File: config.mk
export PLATFORM = sky130hd
export DESIGN_NAME = tagged_length_frame_parser
export DESIGN_NICKNAME = d
export VERILOG_FILES = /design/src/hdl/tlfp_pkg.sv /design/src/hdl/tlfp_parser.sv /design/src/hdl/tlfp_out_buf.sv /design/src/hdl/tagged_length_frame_parser.sv
export SDC_FILE = /design/constraint.sdc
export NUM_CORES = 1
export LEC_CHECK = 0
export BUFFER_PORTS_ARGS = -buffer_cell sky130_fd_sc_hd__buf_2
export CAP_MARGIN = 20
export CORE_ASPECT_RATIO = 1.1
export CORE_MARGIN = 5
export CORE_UTILIZATION = 62
export DETAILED_ROUTE_END_ITERATION = 8
export PLACE_DENSITY = 0.89
export SLEW_MARGIN = 40
export SYNTH_ARGS = -nofsm -noshare
export SYNTH_HDL_FRONTEND = slang
export SYNTH_SLANG_ARGS = --single-unit
File: constraint.sdc
create_clock -name clock -period 2.8 [get_ports clock]
set_clock_uncertainty 0.15 [all_clocks]
set_input_delay 0.28 -clock clock [delete_from_list [all_inputs] [get_ports clock]]
set_output_delay 0.28 -clock clock [all_outputs]
set_load 0.01 [all_outputs]
File: src/hdl/tlfp_pkg.sv
// Shared types and constants of the tagged length frame parser.
// No dependencies; imported by every module of the block.
package tlfp_pkg;

   // Length bytes after the image tag, least significant first
   localparam int LENGTH_BYTES = 4;
   // Length bytes that contribute to the 32-bit payload count
   localparam int COUNT_BYTES  = 4;
   localparam int SEEN_W       = (LENGTH_BYTES > 1) ? $clog2(LENGTH_BYTES) : 1;

   // Tag characters
   localparam logic [7:0] CHAR_E = 8'h45;
   localparam logic [7:0] CHAR_R = 8'h52;
   localparam logic [7:0] CHAR_I = 8'h49;
   localparam logic [7:0] CHAR_M = 8'h4D;
   localparam logic [7:0] CHAR_G = 8'h47;

   // Frame kinds
   localparam logic KIND_ERR = 1'b0;
   localparam logic KIND_IMG = 1'b1;

   // Parser phase, one-hot
   typedef enum logic [6:0] {
      PH_HUNT = 7'b0000001,
      PH_E    = 7'b0000010,
      PH_ER   = 7'b0000100,
      PH_I    = 7'b0001000,
      PH_IM   = 7'b0010000,
      PH_LEN  = 7'b0100000,
      PH_DATA = 7'b1000000
   } phase_type;

   // One result transaction
   typedef struct packed {
      logic [7:0] payload_byte;
      logic       frame_kind;
      logic       last_byte;
   } result_type;

endpackage

File: src/hdl/tlfp_parser.sv
// Frame parser state: tag hunt, length gathering and payload count.
// Depends on tlfp_pkg for the phase type, tag characters and result struct.
module tlfp_parser
   import tlfp_pkg::*;
(
   input  logic             clock,
   input  logic             reset,
   input  logic             byte_accept,
   input  logic [7:0]       rx_byte,
   output logic             result_valid,
   output result_type       result
);

   phase_type         phase_ff, phase_in;
   logic              kind_ff, kind_in;
   logic [SEEN_W-1:0] seen_ff, seen_in;
   logic [31:0]       remaining_ff, remaining_in;
   logic [31:0]       len_acc;
   logic              last_len_byte;
   logic              last_payload;

   // Merge the current length byte into its lane of the count
   always_comb begin
      len_acc = remaining_ff;
      for (int k = 0; k < COUNT_BYTES; k++) begin
         if (k < LENGTH_BYTES && 32'(seen_ff) == k) begin
            len_acc[8*k +: 8] = len_acc[8*k +: 8] | rx_byte;
         end
      end
   end

   assign last_len_byte = (32'(seen_ff) == LENGTH_BYTES - 1);
   assign last_payload  = (remaining_ff <= 32'd1);

   // Next state for one accepted byte
   always_comb begin
      phase_in     = phase_ff;
      kind_in      = kind_ff;
      seen_in      = seen_ff;
      remaining_in = remaining_ff;
      result_valid = 1'b0;
      result.payload_byte = rx_byte;
      result.frame_kind   = kind_ff;
      result.last_byte    = last_payload;
      unique case (phase_ff)
         PH_HUNT: begin
            if (rx_byte == CHAR_E) begin
               phase_in = PH_E;
            end else if (rx_byte == CHAR_I) begin
               phase_in = PH_I;
            end
         end
         PH_E: begin
            phase_in = (rx_byte == CHAR_R) ? PH_ER : PH_HUNT;
         end
         PH_ER: begin
            if (rx_byte == CHAR_R) begin
               kind_in      = KIND_ERR;
               seen_in      = '0;
               remaining_in = '0;
               phase_in     = PH_LEN;
            end else begin
               phase_in = PH_HUNT;
            end
         end
         PH_I: begin
            phase_in = (rx_byte == CHAR_M) ? PH_IM : PH_HUNT;
         end
         PH_IM: begin
            if (rx_byte == CHAR_G) begin
               kind_in      = KIND_IMG;
               seen_in      = '0;
               remaining_in = '0;
               phase_in     = PH_LEN;
            end else begin
               phase_in = PH_HUNT;
            end
         end
         PH_LEN: begin
            if (kind_ff == KIND_ERR) begin
               // Single unsigned length byte; zero ends the frame at once
               remaining_in = {24'd0, rx_byte};
               seen_in      = '0;
               phase_in     = (rx_byte == 8'd0) ? PH_HUNT : PH_DATA;
            end else if (last_len_byte) begin
               seen_in      = '0;
               remaining_in = len_acc;
               phase_in     = (len_acc == 32'd0) ? PH_HUNT : PH_DATA;
            end else begin
               remaining_in = len_acc;
               seen_in      = seen_ff + 1'b1;
            end
         end
         PH_DATA: begin
            result_valid = 1'b1;
            if (last_payload) begin
               phase_in     = PH_HUNT;
               seen_in      = '0;
               remaining_in = '0;
            end else begin
               remaining_in = remaining_ff - 32'd1;
            end
         end
         default: begin
            phase_in     = PH_HUNT;
            seen_in      = '0;
            remaining_in = '0;
         end
      endcase
   end

   // Advance on each accepted byte
   always_ff @(posedge clock) begin
      if (reset) begin
         phase_ff     <= PH_HUNT;
         kind_ff      <= KIND_ERR;
         seen_ff      <= '0;
         remaining_ff <= '0;
      end else if (byte_accept) begin
         phase_ff     <= phase_in;
         kind_ff      <= kind_in;
         seen_ff      <= seen_in;
         remaining_ff <= remaining_in;
      end
   end

   a_data_nonzero: assert property (@(posedge clock) disable iff (reset)
      (phase_ff == PH_DATA) |-> (remaining_ff != 32'd0))
      else $error("payload phase entered with zero count");

   a_result_only_data: assert property (@(posedge clock) disable iff (reset)
      result_valid |-> (phase_ff == PH_DATA))
      else $error("result raised outside payload phase");

   a_last_returns_hunt: assert property (@(posedge clock) disable iff (reset)
      (byte_accept && result_valid && result.last_byte) |=> (phase_ff == PH_HUNT))
      else $error("parser did not return to hunt after last payload byte");

endmodule

File: src/hdl/tlfp_out_buf.sv
// Two-entry output buffer (result register plus skid register).
// Depends on tlfp_pkg for the result struct.
module tlfp_out_buf
   import tlfp_pkg::*;
(
   input  logic       clock,
   input  logic       reset,
   input  logic       push,
   input  result_type push_data,
   output logic       space,
   output logic       out_valid,
   input  logic       out_ready,
   output result_type out_data
);

   logic       main_valid_ff, main_valid_in;
   logic       skid_valid_ff, skid_valid_in;
   result_type main_data_ff, main_data_in;
   result_type skid_data_ff, skid_data_in;
   logic       pop;

   assign pop       = main_valid_ff && out_ready;
   assign space     = !skid_valid_ff;
   assign out_valid = main_valid_ff;
   assign out_data  = main_data_ff;

   // Refill the result register from the skid register first
   always_comb begin
      main_valid_in = main_valid_ff;
      main_data_in  = main_data_ff;
      skid_valid_in = skid_valid_ff;
      skid_data_in  = skid_data_ff;
      if (!main_valid_ff || pop) begin
         if (skid_valid_ff) begin
            main_valid_in = 1'b1;
            main_data_in  = skid_data_ff;
            skid_valid_in = push;
            skid_data_in  = push_data;
         end else begin
            main_valid_in = push;
            main_data_in  = push_data;
            skid_valid_in = 1'b0;
         end
      end else if (push) begin
         skid_valid_in = 1'b1;
         skid_data_in  = push_data;
      end
   end

   // Hold or advance the two entries
   always_ff @(posedge clock) begin
      if (reset) begin
         main_valid_ff <= 1'b0;
         skid_valid_ff <= 1'b0;
      end else begin
         main_valid_ff <= main_valid_in;
         skid_valid_ff <= skid_valid_in;
      end
      main_data_ff <= main_data_in;
      skid_data_ff <= skid_data_in;
   end

   a_skid_behind_main: assert property (@(posedge clock) disable iff (reset)
      skid_valid_ff |-> main_valid_ff)
      else $error("skid entry held with empty result register");

   a_no_push_when_full: assert property (@(posedge clock) disable iff (reset)
      push |-> !skid_valid_ff)
      else $error("transaction pushed into a full buffer");

   a_skid_moves_up: assert property (@(posedge clock) disable iff (reset)
      (skid_valid_ff && out_ready) |=> (main_valid_ff && main_data_ff == $past(skid_data_ff)))
      else $error("skid entry not moved into result register");

endmodule

File: src/hdl/tagged_length_frame_parser.sv
// Top level of the tagged length frame parser: byte stream in, payload stream out.
// Depends on tlfp_pkg, tlfp_parser and tlfp_out_buf.
//
// Usage:
//   The req_ channel carries received link bytes, one per transaction. The
//   parser hunts for the tag "ERR" or "IMG"; a byte that breaks the tag
//   restarts the hunt and is dropped. An error frame has one length byte,
//   an image frame LENGTH_BYTES length bytes, least significant first.
//   Each payload byte leaves on the rsp_ channel with the frame kind in
//   rsp_tuser and rsp_tlast on the final byte. A zero length yields nothing.
//   Throughput: one byte per cycle while the output buffer has space.
//   A payload byte is registered in the output buffer before it leaves on rsp_.
//   Reset: the parser returns to hunting and the output buffer is emptied.
//   Stall: the result register plus a skid register hold two transactions;
//   req_tready drops only when both are full, so one more payload byte is taken
//   after the receiver stalls.
module tagged_length_frame_parser
   import tlfp_pkg::*;
(
   input  logic       clock,
   input  logic       reset,
   input  logic       req_tvalid,
   output logic       req_tready,
   input  logic [7:0] req_tdata,   // [7:0] rx_byte
   output logic       rsp_tvalid,
   input  logic       rsp_tready,
   output logic [7:0] rsp_tdata,   // [7:0] payload_byte
   output logic       rsp_tuser,   // [0] frame_kind
   output logic       rsp_tlast
);

   logic       byte_accept;
   logic       result_valid;
   logic       space;
   result_type result;
   result_type out_data;

   assign req_tready  = space;
   assign byte_accept = req_tvalid && space;

   tlfp_parser u_parser (
      .clock        (clock),
      .reset        (reset),
      .byte_accept  (byte_accept),
      .rx_byte      (req_tdata),
      .result_valid (result_valid),
      .result       (result)
   );

   tlfp_out_buf u_out_buf (
      .clock     (clock),
      .reset     (reset),
      .push      (byte_accept && result_valid),
      .push_data (result),
      .space     (space),
      .out_valid (rsp_tvalid),
      .out_ready (rsp_tready),
      .out_data  (out_data)
   );

   // Unpack the result transaction onto the stream ports
   assign rsp_tdata = out_data.payload_byte;
   assign rsp_tuser = out_data.frame_kind;
   assign rsp_tlast = out_data.last_byte;

endmodule

==> flow_metrics.py <==
metrics = {
    "critical_path": {
        "start_kind": "flop",
        "path_cells": "nand2b_1 -> nor2_1 -> nand3_1 -> nor3_1 -> buf_4 -> nand2_1 -> o211ai_1",
        "crit_slowest_cell": "nand3_1",
        "critPathRequiredTime_ns": 2.92,
        "path_max_fanout": 10,
        "cp_top_family": "simple AND/OR/NAND/NOR gates",
        "worst-setup-path-type": "reg2reg",
        "slowest_delay_ns": 0.50,
        "worst_setup_path_end_kind": "flop",
        "arrival_ns": 2.75,
        "path_buf_inv": 1,
    },
    "drt": {
        "via_count": 4518,
        "dr.pass1.iters": 6,
        "via_per_inst": 7.08,
        "routedWlPerCell_um": 21.4,
        "detail-route-antenna-nets": 0,
        "drtIter0Drc": 735,
        "wl_um": 13600,
        "drc": 0,
    },
    "placed_design": {
        "dp_hpwl_um": 9550,
        "port_buffers": 23,
        "gp_congestion": 0.988,
    },
    "sta": {
        "worst_pin_slew_ns": 0.660,
        "finalSetupViolations": 0,
        "fin_crit_ns": 2.62,
        "fmax_mhz": 381,
        "hold_viol": 0,
        "rsz0062_at_grt": "no",
        "fin_hold_ws_ns": 0.0988,
        "setup_tns_ns": 0,
        "relSlewSlack": 0.559,
        "finalCritPeriodShare": 0.937,
        "maxSlewViolCount": 0,
    },
    "cells_and_area": {
        "syn_to_final_growth_pct": 14.4,
        "nets": 569,
        "final_core_util": 0.725,
        "diodes": 0,
        "drive_gt1_frac": 0.191,
    },
    "clock_network": {
        "cts_buffers": 9,
        "cts_tree": "done",
        "holdBufCountCts": 0,
        "clockBufferDepth": 2,
        "clkLatencyLatePin_ns": 0.35,
        "cts_sinks": 64,
        "root_buffer": "clkbuf_8",
        "cts.clk_slew.worst_paths_ns": 0.08,
        "postCtsSetupRepairBufs": 0,
        "ctsResizeCount": 0,
        "cts_htree_levels": 3,
    },
    "logic_synthesis": {
        "syn-num-nets": 531,
        "ys_warn_count": 0,
        "seq_area_frac_synth": 0.354,
        "syn_avg_cell_area_sq_um": 8.15,
        "synth_cell_types": 70,
        "synthFlopType": "dfxtp_1",
        "synth_cells": 513,
        "synth_edf_count": 20,
        "async_flop_share": 0,
        "synth_area_sq_mm": 0.00418,
        "ys_seq_elements": 64,
    },
    "power_and_ir_drop": {
        "vdd_ir_drop_max_uv": 414,
        "power_density_mw_per_mm2": 589,
        "p_leak_nw": 1.77,
        "total_power_mw": 2.82,
    },
    "die": {
        "core-area_sq_mm": 0.00659,
        "die_h_um": 96.1,
        "start_util": 0.634,
        "die_w_um": 88.3,
        "dieArea_sq_mm": 0.00849,
        "rows": 31,
        "ios": 24,
    },
    "global_route": {
        "grt_pass1_vias": 4272,
        "grt_overflow_total": 0,
        "grt_pass1_wl_um": 21600,
        "antenna_found_initial": 0,
        "grt_max_degree": 26,
        "grt_use_total": 0.333,
    },
    "flow_run": {
        "drv_cap": 0,
    },
    "outcome": {
        "status": "completed",
    },
    "worst_hold_path": {
        "hp-class": "in2reg",
    },
}
cell usage after synthesis (all sizes together) (7+ instances only):
cell type	n	area [sq um]
a21oi	50	262
a22oi	8	60.1
and2	7	43.8
buf	11	73.8
clkbuf	27	101
dfxtp	44	881
edfxtp	20	601
inv	17	63.8
mux2	11	128
nand2	40	150
nand3	17	90.1
nor2	45	171
nor3	27	140
nor4	22	174
o211ai	9	67.6
o21ai	37	185
registers in the layout, summed over array words and instances, names as in the netlist:
signal,cells
u_out_buf.out_data,10
u_out_buf.skid_valid_ff,1
u_parser.remaining_ff,32
u_parser.seen_ff,2
u_out_buf.out_valid,1
u_parser.phase_ff,7
u_parser.kind_ff,1
u_out_buf.skid_data_ff,10
cell usage in the layout, fill, tap and decap left out, types with 10 or more instances in the layout:
| master | netlist | final |
|---|---|---|
| a21oi_1 | 49 | 49 |
| nor2_1 | 44 | 44 |
| dfxtp_1 | 44 | 44 |
| buf_4 | 0 | 42 |
| nand2_1 | 40 | 40 |
| o21ai_0 | 35 | 35 |
| nor3_1 | 26 | 25 |
| buf_2 | 8 | 23 |
| edfxtp_1 | 20 | 20 |
| nor4_1 | 19 | 19 |
| inv_1 | 17 | 17 |
| nand3_1 | 16 | 16 |
| mux2_2 | 10 | 10 |
through the flow:
step                worst slack [ns]  instances  instance area, sq um
finish                         0.175        638                  4780
floorplan                      0.329        513                  4180
global route                  0.0608        638                  4780
global placement               0.236        622                  4540
detailed placement             0.167        622                  4540
CTS                            0.142        638                  4770
worst register-to-register path, stage by stage, from the launching register on:
cell and delay, ns:
dfxtp_1 0.31, nand2b_1 0.30, nor2_1 0.45, nand3_1 0.50, nor3_1 0.40, buf_4 0.18
nand2_1 0.05, o211ai_1 0.20
worst paths after layout:
kind                        startpoint                   endpoint  slack [ns]  cells past startpoint
max            u_out_buf.skid_valid_ff   u_parser.remaining_ff[5]        0.18                      7
min                         req_tvalid           u_parser.kind_ff         0.1                      3
max reg2reg    u_out_buf.skid_valid_ff   u_parser.remaining_ff[5]        0.18                      7
min reg2reg  u_parser.remaining_ff[30]  u_parser.remaining_ff[30]        0.33                      2
cell type report:
| class | count | area [sq um] |
|---|---|---|
| Tap cell | 82 | 103 |
| Sequential cell | 64 | 1480 |
| Inverter | 18 | 68.8 |
| Clock inverter | 7 | 103 |
| Clock buffer | 9 | 124 |
| Timing Repair Buffer | 65 | 430 |
| Fill cell | 481 | 1810 |
| Multi-Input combinational cell | 393 | 2470 |
where the power goes:
group / total (mW) / leakage (nW) / switching [mW] / internal, mW
Sequential: 1.03 / 0.552 / 0.0483 / 0.986
Clock: 0.923 / 0.110 / 0.412 / 0.510
Combinational: 0.861 / 1.11 / 0.531 / 0.330
kinds of logic after synthesis:
family                   count (synthesis)  share of synthesized area
multiplexers                            14                     0.0377
flip-flops                              64                      0.354
adder cells (fa/ha/maj)                  6                     0.0179
AND/OR/NAND/NOR                        207                      0.271
AO/OA/AOI/OAI                          159                      0.246
buffers and inverters                   56                     0.0583
XOR/XNOR                                 7                     0.0147
layer usage:
| layer | track usage | wire [um] | vias to the layer above |
|---|---|---|---|
| met4 | 0.189 | 728 | 0 |
| met1 | 0.406 | 5070 | 2035 |
| met5 | 0 | 0 | - |
| met3 | 0.0771 | 1510 | 77 |
| li1 | - | - | 2024 |
| met2 | 0.537 | 6310 | 382 |
Note: power is estimated with default switching activity, not from simulation.
